===== src/rtl/core/bitmap_page_allocator_core_defines.svh =====
// Assertion macros shared by the page allocator RTL.
`ifndef BITMAP_PAGE_ALLOCATOR_CORE_DEFINES_SVH
`define BITMAP_PAGE_ALLOCATOR_CORE_DEFINES_SVH
`ifndef SYNTHESIS
`define BPA_ASSERT(label, clk, rstn, prop, msg) \
  label: assert property (@(posedge clk) disable iff (!rstn) prop) else $error(msg);
`define BPA_ASSERT_NR(label, clk, prop, msg) \
  label: assert property (@(posedge clk) prop) else $error(msg);
`else
`define BPA_ASSERT(label, clk, rstn, prop, msg)
`define BPA_ASSERT_NR(label, clk, prop, msg)
`endif
`endif


===== src/rtl/core/bpa_pkg.sv =====
// Shared types and constants for the bitmap page allocator.
package bpa_pkg;
  localparam int unsigned PageBytes = 4096;
  localparam int unsigned MaxPages  = 16384;
  localparam int unsigned WordBits  = 32;
  localparam int unsigned WordCount = (MaxPages + WordBits - 1) / WordBits;
  localparam int unsigned OffW      = $clog2(PageBytes);
  localparam int unsigned BitW      = $clog2(WordBits);
  localparam int unsigned WIdxW     = $clog2(WordCount);
  localparam int unsigned CntW      = 15;
  localparam int unsigned PageW     = 33 - OffW;
  localparam logic [31:0] ResetBase = 32'h0050_0000;
  localparam logic [CntW-1:0] ResetPages = 15'd1024;
  localparam logic [CntW-1:0] MaxPagesC = CntW'(MaxPages);

  typedef enum logic [1:0] {
    REQ_ALLOC   = 2'd0,
    REQ_FREE    = 2'd1,
    REQ_RESERVE = 2'd2,
    REQ_RELEASE = 2'd3
  } req_e;

  typedef enum logic [0:0] {
    REG_BASE  = 1'b0,
    REG_PAGES = 1'b1
  } reg_e;

  typedef enum logic [2:0] {
    ST_CLEAR,
    ST_IDLE,
    ST_RD,
    ST_WAIT,
    ST_MOD,
    ST_OUT
  } state_e;

  // Lowest clear bit of a word; valid flag set when any is clear.
  typedef struct packed {
    logic            found;
    logic [BitW-1:0] pos;
  } scan_t;
endpackage


===== src/rtl/core/bpa_scan.sv =====
// Finds the lowest clear bit of a bitmap word.
module bpa_scan (
  input  logic [bpa_pkg::WordBits-1:0] word_i,
  output bpa_pkg::scan_t               scan_o
);
  logic [bpa_pkg::WordBits-1:0] inv;
  logic [bpa_pkg::WordBits-1:0] low;

  // Isolate the lowest set bit of the inverted word, then encode it.
  always_comb begin
    inv = ~word_i;
    low = inv & (~inv + bpa_pkg::WordBits'(1));
    scan_o.found = |inv;
    scan_o.pos   = '0;
    for (int i = 0; i < int'(bpa_pkg::WordBits); i++) begin
      if (low[i]) begin
        scan_o.pos = bpa_pkg::BitW'(i);
      end
    end
  end
endmodule

===== config.mk =====
export PLATFORM = sky130hd
export DESIGN_NAME = bpa_scan
export DESIGN_NICKNAME = d
export VERILOG_FILES = /design/src/rtl/core/bitmap_page_allocator_core_defines.svh /design/src/rtl/core/bpa_pkg.sv /design/src/rtl/core/bpa_scan.sv
export SDC_FILE = /design/constraint.sdc
export NUM_CORES = 1
export LEC_CHECK = 0
export BUFFER_PORTS_ARGS = -buffer_cell sky130_fd_sc_hd__buf_2
export CAP_MARGIN = 20
export CELL_PAD_IN_SITES_DETAIL_PLACEMENT = 1
export CELL_PAD_IN_SITES_GLOBAL_PLACEMENT = 1
export CORE_UTILIZATION = 25
export DETAILED_ROUTE_END_ITERATION = 6
export GPL_ROUTABILITY_DRIVEN = 0
export PLACE_DENSITY_LB_ADDON = 0.1
export SLEW_MARGIN = 20
export SYNTH_ARGS = -nofsm -noshare
export SYNTH_HDL_FRONTEND = slang
export SYNTH_SLANG_ARGS = --single-unit

===== constraint.sdc =====
create_clock -name vclk -period 1.8
set_clock_uncertainty 0.05 [all_clocks]
set_input_delay 0.18 -clock vclk [all_inputs]
set_output_delay 0.18 -clock vclk [all_outputs]
set_load 0.01 [all_outputs]

==> results of run 1 <==
[where the power goes]
group	switching, mW	leakage (nW)	internal (mW)
registers	0	0	0
clock network	0	0	0
logic	0.0492	0.302	0.0463
total	0.0492	0.302	0.0463
[worst max-delay path by stage]
| stage | to | slack [ns] | cells after the start |
|---|---|---|---|
| floorplan | scan_o[2] | 0.49 | 5 |
| global placement | scan_o[0] | 0.26 | 7 |
| detailed placement | scan_o[2] | 0.21 | 7 |
| CTS | scan_o[0] | 0.21 | 7 |
| global route | scan_o[2] | 0.12 | 7 |
| finish | scan_o[0] | 0.23 | 7 |
[through the flow]
stage	power (mW)	setup slack, ns	hold WS (ns)
after CTS	0.0961	0.213	0.715
after global routing	0.108	0.119	0.758
after detailed placement	0.0955	0.213	0.720
final	0.0955	0.225	0.711
after floorplan	0.0367	0.490	0.478
after global placement	0.0937	0.258	0.717
[metal layers]
metal	part of all wire (%)	wire length [um]	track usage, %
met2	47	668	28.3
met1	48	685	23.1
met4	0	0	1.88
met3	5.2	75	0.862
met5	0	0	0
[cell usage after synthesis]
cell	number
and2_4	1
o31ai_2	1
inv_1	5
and4_1	1
nor2_1	3
nand2_1	13
a31oi_1	4
a211oi_1	1
nand2b_1	2
and2_1	2
and3_2	1
o221ai_1	2
o2111ai_2	1
nand3_4	1
o211ai_1	1
and3_1	2
nor2b_1	1
a31o_2	1
nand4_1	3
o2111ai_1	1
and3_4	1
nand3_1	4
o21ai_0	6
a41oi_1	1
nor4b_1	1
o21ai_1	1
a21oi_1	3
o31ai_1	1
and4_4	1
[layout make-up]
| type | count | area (um^2) |
|---|---|---|
| inverters | 5 | 18.8 |
| multi-input cells | 61 | 385 |
| repair buffers | 38 | 190 |
| fillers | 221 | 892 |
| well taps | 16 | 20.0 |
[kinds of logic after synthesis]
group / share of synthesized area [%]
AOI/OAI and AO/OA: 41.8
buffers and inverters: 4.64
and+or+nand+nor: 53.6
[critical path, stage by stage]
cell and delay, ns:
buf_2 0.11, and4_1 0.23, and2_4 0.18, and3_4 0.22
nand3_4 0.08, o2111ai_2 0.19, buf_2 0.16
==> impl_results.md, run 1 <==
* Tmin final at ~1.6 ns
* Mean routed wirelength per cell at roughly 12 um
* Non-filler instance count after layout at 120
* Resize count post-CTS at 0
* IO Count at 38
* Most frequent cells in the layout: 38 x buf_2, 13 x nand2_1, 6 x o21ai_0, 5 x inv_1
* Max Cap Violations at 0
* Reg area at 0 um^2
* DR iter-0 viols at 4
* Core Util, Final at 40.8%
* Launch point of the worst path: word_i[6]
* Placed cell count at 120
* Fmax achieved at ~640 MHz
* GR Overflow Total at 0
* Hold-fix buffers, CTS at 0
* Initial antenna violation count at 0
* Syn. warnings at 0
* Mapped Cells at 66
* Hold path cells at 4
* Fraction of layout cells with a size suffix above 1 at 44.2%
* CP max FO at 5
* Total Wirelength at 1.43 mm
* Diodes inserted at 0
* Worst setup EP type: output pin
* Row Count at 14
* Die W at 42.2 um
* Post-CTS setup buffer count at 0
* Status: finished, final reports clean
* Kind of critical path: input pin to output pin
* Design Area, Final at ~610 um^2
* Final Slew Violations at 0
* RSZ-0062 raised after global routing: false
* Vias in the first global route at a little over 600
* Arr. time, crit path at about 1.3 ns
* Initial Util at a little over a quarter
* Core Area at between 1500 and 2000 um^2
* Port Buffer Count at 38
* Min-Delay Endpoint: scan_o[2]
* Final Hold Vio Count at 0
* Normalized max-slew margin at approximately three quarters
* Syn-to-layout area delta at 52.0%
* Vias/cell at between 5 and 6
* Hold Path Class: input pin to output pin
* Fin crit share at just under 90%
* Register area share after synthesis at 0%
* Global-route usage over all layers at between 10% and 20%
* Net Count, Synth at roughly 100
* Startpoint types: input pin
* Distinct cells, synth at 29
* Final setup vio count at 0
* Routed Antenna Nets at 0
* # DRC at 0
* Pwr Density at ~160 nW/um^2
* Area post-placement at 614 um^2
* Min-Delay Startpoint: word_i[27]
* Synth area leaders: nand2_1 12%, o21ai_0 7.4%, a31oi_1 6.2%
* FFs & Latches at 0
* Least-Margin Pin Slew at 0.394 ns
* Vias at 650
* Largest net degree at the start of global routing at 6
* DIE AREA at between 1500 and 2000 um^2
* TritonRoute pass-1 iters at 4
* CP required at 1.57 ns
* Layout clock buffer count at 0
* Avg Inst Size Synth at a little over 6 um^2
* First-pass GRT wire length at approximately 2.4 mm
* Nets@finish at between 100 and 150
* Post-Route Setup TNS at 0 ns
* Post-detail-place hpwl at around 1.3 mm
* Most common cell after layout, fill and taps aside: buf_2
* Synth area leader: nand2_1
* Leakage power at ~0.30 nW
* Die Y at around 42 um
* Synth Cell Area at roughly 400 um^2
* Maximum VDD drop at roughly 0.048 mV
* Post-synth top area share at about an eighth
No activity file was read; power rests on OpenSTA's default activity.
==> inputs of run 2 (changes only) <==
--- a/config.mk
+++ b/config.mk
@@ -6,14 +6,12 @@
 export NUM_CORES = 1
 export LEC_CHECK = 0
 export BUFFER_PORTS_ARGS = -buffer_cell sky130_fd_sc_hd__buf_2
-export CAP_MARGIN = 20
 export CELL_PAD_IN_SITES_DETAIL_PLACEMENT = 1
 export CELL_PAD_IN_SITES_GLOBAL_PLACEMENT = 1
 export CORE_UTILIZATION = 25
 export DETAILED_ROUTE_END_ITERATION = 6
 export GPL_ROUTABILITY_DRIVEN = 0
-export PLACE_DENSITY_LB_ADDON = 0.1
-export SLEW_MARGIN = 20
+export PLACE_DENSITY_LB_ADDON = 0.2
 export SYNTH_ARGS = -nofsm -noshare
 export SYNTH_HDL_FRONTEND = slang
 export SYNTH_SLANG_ARGS = --single-unit
==> run 2 against run 1 <==
Non-clock buffer count stayed put. Clock-buffer cell count stayed put. Cell count stayed put. Hold slack better by 0.0092 ns. Wire length is 1.2% higher. Worst setup slack better by 0.025 ns. Critical path type unchanged. Critical endpoint unchanged.
==> impl_results.md, run 2 (same netlist as run 1, synthesis figures left out) <==
* Hold Path Class: input pin to output pin
* Most common cell after layout, fill and taps aside: buf_2
* Largest net degree at the start of global routing at 6 (unchanged)
* Core Area at 1510 um^2 (unchanged)
* Syn-to-layout area delta at 52.0% (unchanged)
* Min-Delay Startpoint: word_i[29]
* Kind of critical path: input pin to output pin
* CP required at 1.57 ns (about the same)
* Fillers at 232 (+5.0%)
* Die W at 42.2 um (unchanged)
* Port Buffer Count at 38 (unchanged)
* # DRC at 0 (unchanged)
* Global-route usage over all layers at 17.0% (+0.53 points)
* Nets@finish at 138 (unchanged)
* DR iter-0 viols at 4 (unchanged)
* Initial antenna violation count at 0 (unchanged)
* IO Count at 38 (unchanged)
* GR Overflow Total at 0 (unchanged)
* Fmax achieved at 645 MHz (+1.6%)
* Normalized max-slew margin at 76.8% (+3.2 points)
* Row Count at 14 (unchanged)
* Leakage power at 0.302 nW (unchanged)
* Vias in the first global route at 631 (+1.9%)
* Tmin final at 1.55 ns (-0.0254 ns)
* Final Slew Violations at 0 (unchanged)
* Fin crit share at 86.1% (-1.4 points)
* Mean routed wirelength per cell at 12.1 um (+1.2%)
* Final setup vio count at 0 (unchanged)
* Post-Route Setup TNS at 0 ns (unchanged)
* FFs & Latches at 0 (unchanged)
* RSZ-0062 raised after global routing: false
* Resize count post-CTS at 0 (unchanged)
* Final Hold Vio Count at 0 (unchanged)
* Max Cap Violations at 0 (unchanged)
* Status: finished, final reports clean
* Layout clock buffer count at 0 (unchanged)
* Diodes inserted at 0 (unchanged)
* Least-Margin Pin Slew at 0.347 ns (-0.0471 ns)
* Worst setup EP type: output pin
* Reg area at 0 um^2 (unchanged)
* Maximum VDD drop at 0.0636 mV (+33%)
* Routed Antenna Nets at 0 (unchanged)
* TritonRoute pass-1 iters at 3 (-1)
* Total Wirelength at 1.45 mm (+1.2%)
* Vias at 653 (+0.46%)
* Arr. time, crit path at 1.32 ns (-0.02 ns)
* CP max FO at 5 (unchanged)
* Most frequent cells in the layout: 38 x buf_2, 13 x nand2_1, 6 x o21ai_0, 5 x inv_1
* Launch point of the worst path: word_i[2]
* Initial Util at 26.8% (unchanged)
* Pre-CTS setup slack at 0.248 ns (+0.0354 ns)
* Worst setup margin at 0.251 ns (+0.0254 ns)
* First-pass GRT wire length at 2.53 mm (+4.3%)
* Vias/cell at 5.44 (+0.46%)
* DIE AREA at 1780 um^2 (unchanged)
* Startpoint types: input pin
* Post-detail-place hpwl at 1.31 mm (+2.3%)
* Die Y at 42.2 um (unchanged)
* Post-CTS setup buffer count at 0 (unchanged)
* Hold-fix buffers, CTS at 0 (unchanged)
* Pwr Density at 156 nW/um^2 (+0.46%)
* Fraction of layout cells with a size suffix above 1 at 44.2% (unchanged)
==> run 2: critical path: stages <==
cell and delay, ns:
buf_2 0.11, and4_4 0.24, and2_4 0.15, and3_4 0.21, nand3_4 0.08, o2111ai_2 0.19
buf_2 0.15
==> run 2: cell type report <==
cell class | instances | area [um^2] | area share, %
inverters | 5 | 18.8 | 3.05
multi-input cells | 61 | 385 | 62.7
repair buffers | 38 | 190 | 31.0
well taps | 16 | 20.0 | 3.26
==> run 2: worst paths after layout <==
kind                   endpoint  slack (ns)  cells after the start
worst min-delay path  scan_o[1]        0.72                      4
worst max-delay path  scan_o[0]        0.25                      7
==> run 2: power by group <==
| part | internal, mW | switching, mW | leakage [nW] |
|---|---|---|---|
| sequential | 0 | 0 | 0 |
| combinational | 0.0463 | 0.0496 | 0.302 |
| clock | 0 | 0 | 0 |
| total | 0.0463 | 0.0496 | 0.302 |
==> run 2: layer usage <==
layer | up-vias | global-route usage, % | share of wire, %
li1 | 338 | - | -
met1 | 291 | 21.6 | 44
met2 | 22 | 32.0 | 49
met3 | 2 | 1.29 | 6.3
met4 | 0 | 1.25 | 0.62
met5 | - | 0 | 0
==> run 2: metrics by stage <==
step / power, mW / std cells / hold WS [ns] / utilization, % / instance area [um^2]
floorplan: 0.0367 / 66 / 0.478 / - / 404
global placement: 0.0934 / 120 / 0.702 / 40.8 / 614
detailed placement: 0.0965 / 120 / 0.727 / 40.8 / 614
CTS: 0.0972 / 120 / 0.723 / 40.8 / 614
global route: 0.109 / 120 / 0.746 / 40.8 / 614
finish: 0.0960 / 120 / 0.720 / 40.8 / 614
